$ cat src/hdl/bpa_pkg.sv
// types and constants of the bump pointer allocator
// depends on nothing; imported by bpa_ifs, bpa_front, bpa_back, the top level and bpa_checker
`default_nettype none

package bpa_pkg;

    localparam int unsigned FILLER_BYTES = 12;

    typedef enum logic [2:0] {
        OP_SET_CONTEXT     = 3'd0,
        OP_OBJECT          = 3'd1,
        OP_ARRAY           = 3'd2,
        OP_OBJECT_ALIGN8   = 3'd3,
        OP_OBJECT_MISALIGN = 3'd4,
        OP_ARRAY_ALIGN8    = 3'd5
    } t_opcode;

    typedef enum logic [1:0] {
        ST_GRANTED  = 2'd0,
        ST_OVERFLOW = 2'd1,
        ST_SLOW     = 2'd2,
        ST_CONTEXT  = 2'd3
    } t_status;

    typedef enum logic [1:0] {
        KIND_CTX   = 2'd0,
        KIND_ALLOC = 2'd1,
        KIND_DONE  = 2'd2
    } t_kind;

    typedef enum logic [1:0] {
        PAD_NONE     = 2'd0,
        PAD_ALIGN8   = 2'd1,
        PAD_MISALIGN = 2'd2
    } t_pad_mode;

    typedef struct packed {
        logic [2:0]         opcode;
        logic [15:0]        base_size;
        logic [15:0]        component_size;
        logic signed [31:0] element_count;
        logic               has_finalizer;
        logic [31:0]        new_pointer;
        logic [31:0]        new_limit;
    } t_req;

    typedef struct packed {
        logic [1:0]  status;
        logic [31:0] object_address;
        logic        filler_placed;
        logic [31:0] filler_address;
    } t_rsp;

    // classified request as it travels from front to back
    typedef struct packed {
        t_kind       kind;
        t_status     status;
        t_pad_mode   mode;
        logic [31:0] new_pointer;
        logic [31:0] new_limit;
    } t_ctl;

endpackage

`default_nettype wire

$ cat src/hdl/bpa_ifs.sv
// valid/ready channel interfaces for requests and responses
// depends on bpa_pkg
`default_nettype none

interface bpa_req_if;
    import bpa_pkg::*;
    logic valid;
    logic ready;
    t_req data;
    modport source (output valid, output data, input ready);
    modport sink (input valid, input data, output ready);
endinterface

interface bpa_rsp_if;
    import bpa_pkg::*;
    logic valid;
    logic ready;
    t_rsp data;
    modport source (output valid, output data, input ready);
    modport sink (input valid, input data, output ready);
endinterface

`default_nettype wire

$ cat src/hdl/bpa_front.sv
// front end: accepts requests, classifies them, multiplies count by component size
// and forms the unpadded byte size; depends on bpa_pkg and bpa_ifs
`default_nettype none

module bpa_front #(
    parameter int FAST_COUNT_MAX = 65536,
    parameter int SIZE_W         = 35
) (
    input  wire                     i_clk,
    input  wire                     i_rst_n,
    bpa_req_if.sink                 i_req,
    output logic                    o_valid,
    output bpa_pkg::t_ctl           o_ctl,
    output logic [SIZE_W-1:0]       o_size,
    input  wire                     i_ready
);
    import bpa_pkg::*;

    localparam int CNT_W  = $clog2(FAST_COUNT_MAX + 1);
    localparam int PROD_W = CNT_W + 16;

    logic              r_valid;
    t_ctl              r_ctl;
    logic              r_is_array;
    logic              r_round;
    logic [15:0]       r_base;
    logic [PROD_W-1:0] r_prod;

    t_ctl              n_ctl;
    logic              n_is_array;
    logic              n_round;
    logic              push;
    logic [SIZE_W-1:0] sum;

    assign push        = r_valid && i_ready;
    assign i_req.ready = !r_valid || push;

    always_comb begin
        n_ctl             = '0;
        n_ctl.kind        = KIND_DONE;
        n_ctl.status      = ST_SLOW;
        n_ctl.mode        = PAD_NONE;
        n_ctl.new_pointer = i_req.data.new_pointer;
        n_ctl.new_limit   = i_req.data.new_limit;
        n_is_array        = 1'b0;
        n_round           = 1'b0;
        case (t_opcode'(i_req.data.opcode))
            OP_SET_CONTEXT: begin
                n_ctl.kind   = KIND_CTX;
                n_ctl.status = ST_CONTEXT;
            end
            OP_OBJECT, OP_OBJECT_ALIGN8, OP_OBJECT_MISALIGN: begin
                if (!i_req.data.has_finalizer) begin
                    n_ctl.kind = KIND_ALLOC;
                    if (i_req.data.opcode == OP_OBJECT_ALIGN8) begin
                        n_ctl.mode = PAD_ALIGN8;
                        n_round    = 1'b1;
                    end else if (i_req.data.opcode == OP_OBJECT_MISALIGN) begin
                        n_ctl.mode = PAD_MISALIGN;
                    end
                end
            end
            OP_ARRAY, OP_ARRAY_ALIGN8: begin
                if (i_req.data.element_count[31]) begin
                    n_ctl.status = ST_OVERFLOW;
                end else if ($unsigned(i_req.data.element_count) > 32'(FAST_COUNT_MAX)) begin
                    n_ctl.status = ST_SLOW;
                end else begin
                    n_ctl.kind = KIND_ALLOC;
                    n_is_array = 1'b1;
                    n_round    = 1'b1;
                    if (i_req.data.opcode == OP_ARRAY_ALIGN8) begin
                        n_ctl.mode = PAD_ALIGN8;
                    end
                end
            end
            default: begin
            end
        endcase
    end

    always_ff @(posedge i_clk) begin
        if (!i_rst_n) begin
            r_valid <= 1'b0;
        end else if (i_req.ready) begin
            r_valid <= i_req.valid;
        end
    end

    always_ff @(posedge i_clk) begin
        if (i_req.valid && i_req.ready) begin
            r_ctl      <= n_ctl;
            r_is_array <= n_is_array;
            r_round    <= n_round;
            r_base     <= i_req.data.base_size;
            r_prod     <= PROD_W'(i_req.data.element_count[CNT_W-1:0])
                          * PROD_W'(i_req.data.component_size);
        end
    end

    // base plus array payload, rounded up to a multiple of four when needed
    assign sum = SIZE_W'(r_base) + (r_is_array ? SIZE_W'(r_prod) : SIZE_W'(0));

    always_comb begin
        o_size = sum;
        if (r_round) begin
            o_size = (sum + SIZE_W'(3)) & ~SIZE_W'(3);
        end
    end

    assign o_valid = r_valid;
    assign o_ctl   = r_ctl;

endmodule

`default_nettype wire

$ cat src/hdl/bpa_queue.sv
// small first-in first-out queue between the front and back ends
// depends on nothing
`default_nettype none

module bpa_queue #(
    parameter int WIDTH = 8,
    parameter int DEPTH = 2
) (
    input  wire              i_clk,
    input  wire              i_rst_n,
    input  wire              i_push,
    input  wire [WIDTH-1:0]  i_data,
    output logic             o_ready,
    output logic             o_valid,
    output logic [WIDTH-1:0] o_data,
    input  wire              i_pop
);
    localparam int IDX_W = (DEPTH > 1) ? $clog2(DEPTH) : 1;
    localparam int CNT_W = $clog2(DEPTH + 1);

    logic [WIDTH-1:0] r_mem [DEPTH];
    logic [IDX_W-1:0] r_wptr;
    logic [IDX_W-1:0] r_rptr;
    logic [CNT_W-1:0] r_count;
    logic             do_push;
    logic             do_pop;

    assign o_ready = (r_count != CNT_W'(DEPTH));
    assign o_valid = (r_count != '0);
    assign o_data  = r_mem[r_rptr];
    assign do_push = i_push && o_ready;
    assign do_pop  = i_pop && o_valid;

    always_ff @(posedge i_clk) begin
        if (!i_rst_n) begin
            r_wptr  <= '0;
            r_rptr  <= '0;
            r_count <= '0;
        end else begin
            if (do_push) begin
                r_wptr <= (r_wptr == IDX_W'(DEPTH - 1)) ? '0 : r_wptr + IDX_W'(1);
            end
            if (do_pop) begin
                r_rptr <= (r_rptr == IDX_W'(DEPTH - 1)) ? '0 : r_rptr + IDX_W'(1);
            end
            if (do_push && !do_pop) begin
                r_count <= r_count + CNT_W'(1);
            end else if (do_pop && !do_push) begin
                r_count <= r_count - CNT_W'(1);
            end
        end
    end

    always_ff @(posedge i_clk) begin
        if (do_push) begin
            r_mem[r_wptr] <= i_data;
        end
    end

endmodule

`default_nettype wire

$ cat src/hdl/bpa_back.sv
// back end: holds pointer and limit, decides padding and fit, drives the response register
// depends on bpa_pkg and bpa_ifs
`default_nettype none

module bpa_back #(
    parameter int ADDR_WIDTH = 32,
    parameter int SIZE_W     = 35
) (
    input  wire                     i_clk,
    input  wire                     i_rst_n,
    input  wire                     i_valid,
    input  wire bpa_pkg::t_ctl      i_ctl,
    input  wire [SIZE_W-1:0]        i_size,
    output logic                    o_pop,
    bpa_rsp_if.source               o_rsp
);
    import bpa_pkg::*;

    localparam int AW    = (ADDR_WIDTH < 32) ? ADDR_WIDTH : 32;
    localparam int CMP_W = (SIZE_W > AW) ? SIZE_W : AW;

    logic [AW-1:0]     r_ptr;
    logic [AW-1:0]     r_limit;
    logic              r_out_valid;
    t_rsp              r_out;

    logic [AW-1:0]     n_ptr;
    logic [AW-1:0]     n_limit;
    t_rsp              n_out;
    logic              pad;
    logic [SIZE_W-1:0] total;
    logic [AW-1:0]     room;
    logic              fits;
    logic [AW-1:0]     obj_addr;

    assign o_pop = i_valid && (!r_out_valid || o_rsp.ready);

    always_comb begin
        case (i_ctl.mode)
            PAD_ALIGN8:   pad = (r_ptr[2:0] != 3'd0);
            PAD_MISALIGN: pad = (r_ptr[2:0] != 3'd4);
            default:      pad = 1'b0;
        endcase
    end

    assign total    = i_size + (pad ? SIZE_W'(FILLER_BYTES) : SIZE_W'(0));
    assign room     = (r_ptr <= r_limit) ? (r_limit - r_ptr) : '0;
    assign fits     = CMP_W'(room) >= CMP_W'(total);
    assign obj_addr = r_ptr + AW'(FILLER_BYTES);

    always_comb begin
        n_ptr        = r_ptr;
        n_limit      = r_limit;
        n_out        = '0;
        n_out.status = i_ctl.status;
        case (i_ctl.kind)
            KIND_CTX: begin
                n_ptr   = AW'(i_ctl.new_pointer);
                n_limit = AW'(i_ctl.new_limit);
            end
            KIND_ALLOC: begin
                if (fits) begin
                    n_out.status         = ST_GRANTED;
                    n_out.object_address = 32'(pad ? obj_addr : r_ptr);
                    n_out.filler_placed  = pad;
                    n_out.filler_address = pad ? 32'(r_ptr) : 32'd0;
                    n_ptr                = r_ptr + AW'(total);
                end else begin
                    n_out.status = ST_SLOW;
                end
            end
            default: begin
            end
        endcase
    end

    always_ff @(posedge i_clk) begin
        if (!i_rst_n) begin
            r_ptr       <= '0;
            r_limit     <= '0;
            r_out_valid <= 1'b0;
        end else begin
            if (o_pop) begin
                r_ptr   <= n_ptr;
                r_limit <= n_limit;
            end
            if (!r_out_valid || o_rsp.ready) begin
                r_out_valid <= i_valid;
            end
        end
    end

    always_ff @(posedge i_clk) begin
        if (o_pop) begin
            r_out <= n_out;
        end
    end

    assign o_rsp.valid = r_out_valid;
    assign o_rsp.data  = r_out;

endmodule

`default_nettype wire

$ cat src/hdl/bump_pointer_allocator.sv
// bump pointer allocator, fast path
// top level: front end, queue and back end; depends on bpa_pkg, bpa_ifs,
// bpa_front, bpa_queue and bpa_back
//
// i_req carries one request beat per valid/ready handshake: set context,
// object, array and their aligned variants. o_rsp returns exactly one beat
// per request, in order: a status plus the object and filler addresses.
// o_rsp.valid rises once a request has passed the front register (class and
// count times component size) and the two-entry queue, from whose head the
// back end settles pointer, padding and fit and loads the response register.
// One beat is accepted every cycle while o_rsp.ready is high; the pointer
// update in the back end is the only loop.
// Reset clears pointer and limit to zero and empties all stages.
// When the receiver stalls, the response register holds, the queue and then
// the front register fill, and i_req.ready drops once four beats are held:
// the stalled response, two queue entries and the front register.
`default_nettype none

module bump_pointer_allocator #(
    parameter int ADDR_WIDTH     = 32,
    parameter int FAST_COUNT_MAX = 65536
) (
    input  wire       i_clk,
    input  wire       i_rst_n,
    bpa_req_if.sink   i_req,
    bpa_rsp_if.source o_rsp
);
    import bpa_pkg::*;

    localparam int CNT_W   = $clog2(FAST_COUNT_MAX + 1);
    localparam int SIZE_W  = CNT_W + 18;
    localparam int ENTRY_W = $bits(t_ctl) + SIZE_W;

    logic              fe_valid;
    t_ctl              fe_ctl;
    logic [SIZE_W-1:0] fe_size;
    logic              q_ready;
    logic              q_valid;
    logic [ENTRY_W-1:0] q_data;
    t_ctl              be_ctl;
    logic [SIZE_W-1:0] be_size;
    logic              be_pop;

    bpa_front #(
        .FAST_COUNT_MAX (FAST_COUNT_MAX),
        .SIZE_W         (SIZE_W)
    ) u_front (
        .i_clk   (i_clk),
        .i_rst_n (i_rst_n),
        .i_req   (i_req),
        .o_valid (fe_valid),
        .o_ctl   (fe_ctl),
        .o_size  (fe_size),
        .i_ready (q_ready)
    );

    bpa_queue #(
        .WIDTH (ENTRY_W),
        .DEPTH (2)
    ) u_queue (
        .i_clk   (i_clk),
        .i_rst_n (i_rst_n),
        .i_push  (fe_valid),
        .i_data  ({fe_ctl, fe_size}),
        .o_ready (q_ready),
        .o_valid (q_valid),
        .o_data  (q_data),
        .i_pop   (be_pop)
    );

    assign be_ctl  = t_ctl'(q_data[ENTRY_W-1:SIZE_W]);
    assign be_size = q_data[SIZE_W-1:0];

    bpa_back #(
        .ADDR_WIDTH (ADDR_WIDTH),
        .SIZE_W     (SIZE_W)
    ) u_back (
        .i_clk   (i_clk),
        .i_rst_n (i_rst_n),
        .i_valid (q_valid),
        .i_ctl   (be_ctl),
        .i_size  (be_size),
        .o_pop   (be_pop),
        .o_rsp   (o_rsp)
    );

endmodule

`default_nettype wire

$ cat src/flat_wrapper.sv
// flat-port wrapper written by rule: the top's interface ports become plain ports
module bump_pointer_allocator_flat import bpa_pkg::*;
#(
    parameter int ADDR_WIDTH     = 32,
    parameter int FAST_COUNT_MAX = 65536
)
  (i_clk, i_rst_n, i_req_valid, i_req_data, i_req_ready, o_rsp_valid, o_rsp_data, o_rsp_ready);
  bpa_req_if i_req_i ();
  bpa_rsp_if o_rsp_i ();
  input  wire i_clk;
  input  wire i_rst_n;
  input wire logic [$bits(i_req_i.valid)-1:0] i_req_valid;
  input wire logic [$bits(i_req_i.data)-1:0] i_req_data;
  output wire logic [$bits(i_req_i.ready)-1:0] i_req_ready;
  output wire logic [$bits(o_rsp_i.valid)-1:0] o_rsp_valid;
  output wire logic [$bits(o_rsp_i.data)-1:0] o_rsp_data;
  input wire logic [$bits(o_rsp_i.ready)-1:0] o_rsp_ready;
  assign i_req_i.valid = i_req_valid;
  assign i_req_i.data = i_req_data;
  assign i_req_ready = i_req_i.ready;
  assign o_rsp_valid = o_rsp_i.valid;
  assign o_rsp_data = o_rsp_i.data;
  assign o_rsp_i.ready = o_rsp_ready;
  bump_pointer_allocator #(.ADDR_WIDTH(ADDR_WIDTH), .FAST_COUNT_MAX(FAST_COUNT_MAX)) u_core (.i_clk(i_clk), .i_rst_n(i_rst_n), .i_req(i_req_i), .o_rsp(o_rsp_i));
endmodule
$ cat config.mk
export PLATFORM = sky130hd
export DESIGN_NAME = bump_pointer_allocator_flat
export DESIGN_NICKNAME = d
export VERILOG_FILES = /design/src/hdl/bpa_pkg.sv /design/src/hdl/bpa_ifs.sv /design/src/hdl/bpa_front.sv /design/src/hdl/bpa_queue.sv /design/src/hdl/bpa_back.sv /design/src/hdl/bump_pointer_allocator.sv /design/src/flat_wrapper.sv
export SDC_FILE = /design/constraint.sdc
export NUM_CORES = 1
export LEC_CHECK = 0
export CORE_MARGIN = 2
export CORE_UTILIZATION = 62
export DETAILED_ROUTE_END_ITERATION = 10
export DONT_BUFFER_PORTS = 1
export GPL_TIMING_DRIVEN = 0
export PLACE_DENSITY = 0.78
export SLEW_MARGIN = 20
export SYNTH_ARGS = -nofsm -noshare
export SYNTH_HDL_FRONTEND = slang
export SYNTH_HIERARCHICAL = 1
export SYNTH_SLANG_ARGS = --single-unit
$ cat constraint.sdc
create_clock -name i_clk -period 19.5 [get_ports i_clk]
set_input_delay 0.975 -clock i_clk [delete_from_list [all_inputs] [get_ports i_clk]]
set_output_delay 0.975 -clock i_clk [all_outputs]
set_load 0.01 [all_outputs]
==> metrics.cfg <==
[drt]
via_count=23600
final_antenna_net_count=0
firstDrtPassIters=8
viasPerCell=6.04
wirelength_mm=84.5
first_iter_violations=1571
wl_per_cell_um=21.6
drc_errors=0

[clock_network]
cts_max_path_buffers=3
cts_htree_levels=2
cts_root_buf=clkbuf_16
post_cts_buffers=0
numClockSinks=469
tritoncts=done
postCtsResizedCells=0
clk_latency_ps=580
cts_buffers=45
cts_hold_buf=0
clk_pin_slew_ps=60

[global_routing]
grt_overflow=0
grt_pass1_wl_mm=131
grt_pass1_vias=24400
antenna_found_initial=4
grt_max_degree=74
grt_use_total=0.302

[floorplan]
rows=85
dieArea_um2=55900
die_w_um=237
die_h_um=237
boundaryPins=205
core_um2=53600
start_util=0.625

[placement]
dpl.cell_count=3826
io_buffer_count=0
hpwl_mm=67.5
gp_congestion=0.990

[logic_synthesis]
synthTopCellsByArea=edfxtp_1 36%, fa_1 13%, ha_1 8.3%
ys_seq_area_frac=0.399
synth-edff-count=398
async_flop_share=0
synth_area_um2=33500
synth_warnings=6
synth_cell_types=104
synth_area_per_cell_um2=10.7
ys_ff_latch=469
synth_nets=3694
synth.top_cell.area_share=0.357
yosysTopAreaCell=edfxtp_1
synthCells=3124
synth-main-ff-cell=edfxtp_1

[worst_setup_path]
crit_family=compound AO/OA/AOI/OAI gates
cp.required_ps=19790
timing.critical_path.mode_cell=buf_2
crit_fanout=10
crit_buf_inv=7
crit_path_top_delay_cell=a211oi_1
arrival_ps=8560
critPathKind=reg -> reg
critPathMaxStageDelay_ps=590
critPathLaunchType=register
critPathCaptureType=register

[power_and_ir_drop]
power_switching_w=0.00291
power_frac_seq=0.246
max-vdd-ir-drop_uv=128
power_density_nw_per_um2=182
leakagePower_nw=14.7
p_sw_frac=0.444
p_int_w=0.00365
clkPwrFrac=0.134
comb_power_share=0.620

[cells_and_area]
area_delta_synth_final_pct=7.61
layout_commonest_cell=edfxtp_1
drive_gt1_frac=0.0887
final_nets=3747
most-common-layout-cells=398 x edfxtp_1, 351 x nand2_1, 349 x inv_1
layout.cells.non_filler=3911

[worst_hold_path]
hold_class=reg -> reg
hp-start=u_core/u_front/o_ctl[30]$_DFFE_PP_

[sta]
report.final.slew_viol_count=0
skew_ps=36.7
fmax_mhz=121
slew_headroom=0.245
tightestPinTransition_ps=1130
fin_crit_ps=8270
setup_tns_ps=0
finalSetupViolCount=0
hold_violations=0
rsz0062_at_grt=false
post-route-period-util=0.424

[run]
drv_cap=0

[status]
status=complete, no violations

==> synth_stat cells (5+ instances only) <==
cell type,n
o31ai_1,11
a31o_2,7
o21bai_1,15
o211ai_1,9
a21boi_0,6
buf_6,12
ha_1,222
nand2b_1,22
a211o_1,7
nand3_1,49
o21ai_0,75
nor4_1,16
a311oi_1,13
mux2i_1,11
nor3_1,68
a211oi_1,26
fa_1,212
or2_2,9
nor2b_1,18
edfxtp_1,398
or3_1,17
xnor2_1,112
nand2_1,351
buf_2,19
nand3b_1,7
a221o_1,5
a21o_1,39
mux2_2,55
and3_1,34
a21oi_1,148
inv_1,351
dfxtp_1,71
clkbuf_1,72
mux2_4,50
xor2_1,66
a31oi_1,20
nor2_1,174
buf_12,5
o21a_1,15
nand4_1,27
and2_1,156
and4_1,11
==> metrics by stage <==
stage	hold slack (ps)	setup WS [ps]	power, W	instance area [um2]	utilization
floorplan	421	12420	0.00468	33500	-
global placement	428	11450	0.00549	34400	0.642
detailed placement	438	11440	0.00563	34600	0.645
CTS	451	11550	0.00653	36100	0.673
global route	456	11050	0.00706	36100	0.673
finish	440	11230	0.00655	36100	0.673
==> kinds of logic (layout without fill, tap and decap cells) <==
family                     count (synthesis)  after routing  synth area share
and+or+nand+nor                          990            990             0.147
AOI/OAI and AO/OA                        472            472            0.0959
DFF                                      469            469             0.399
buffers and inverters                    464            553            0.0583
adders and majority gates                434            434             0.209
xor gates and xnor gates                 178            178            0.0465
muxes                                    116            116            0.0442
other                                      1              3          0.000112
==> worst register-to-register path: stages, from the launching register on <==
cell and delay (ps):
dfxtp_1 330, buf_6 150, buf_2 310, mux2_2 390
inv_1 70, ha_1 180, mux2i_1 80, a211o_1 370
buf_2 270, clkbuf_1 370, fa_1 550, and4b_1 320
nand4_2 240, nor2_1 340, nand3_1 190, nor2_1 160
xor2_1 450, inv_1 110, ha_1 320, nand3_1 130
nor4_1 290, nor4b_1 90, o311ai_0 440, a32oi_1 160
a21oi_1 470, nand2_1 240, buf_2 340, a211oi_1 600
==> power groups by stage <==
stage | registers, W | logic (W) | clock network, W
4_1_cts | 0.00161 | 0.00403 | 0.000892
3_5_place_dp | 0.00163 | 0.00399 | 0
5_1_grt | 0.00163 | 0.00450 | 0.000929
6_report | 0.00161 | 0.00407 | 0.000876
2_1_floorplan | 0.00157 | 0.00311 | 0
3_3_place_gp | 0.00164 | 0.00385 | 0
==> flip-flops by register name, summed over array words and instances (netlist names), named ones only <==
name,flops
u_core/u_back/o_rsp.data,67
u_core/u_back/r_ptr,32
u_core/u_front/r_prod,33
u_core/u_front/o_valid,1
u_core/u_front/r_round,1
u_core/u_queue/r_mem,210
u_core/u_front/r_is_array,1
u_core/u_front/o_ctl,70
u_core/u_queue/r_count,2
u_core/u_front/r_base,16
u_core/u_queue/r_rptr,1
u_core/u_back/r_limit,32
u_core/u_queue/r_wptr,1
u_core/u_back/o_rsp.valid,1
==> routing by layer <==
metal / part of all wire / GRT usage / up-vias
met1: 0.38 / 0.347 / 11600
met3: 0.056 / 0.0420 / 231
li1: - / - / 10900
met2: 0.52 / 0.556 / 905
met4: 0.049 / 0.142 / 4
met5: 0.00028 / 0 / -
==> final cells by class <==
class,count,area [um2]
clock inverters,26,288
fillers,4041,17500
inverters,353,1330
repair buffers,6,165
flip-flops and latches,469,13400
multi-input cells,2191,18200
diodes,2,5.00
clock buffers,57,1200
well taps,696,871
plain buffers,111,631
==> worst paths after layout <==
path | to | slack, ps | cells after the start
worst max-delay path | u_core/u_back/o_rsp.data[36]$_SDFFCE_PN0P_ | 11230 | 27
worst min-delay path | u_core/u_queue/r_mem[0][65]$_DFFE_PP_ | 440 | 0
worst max register to register | u_core/u_back/o_rsp.data[36]$_SDFFCE_PN0P_ | 11230 | 27
worst min register to register | u_core/u_queue/r_mem[0][65]$_DFFE_PP_ | 440 | 0
(Power assumes the default switching activity.)
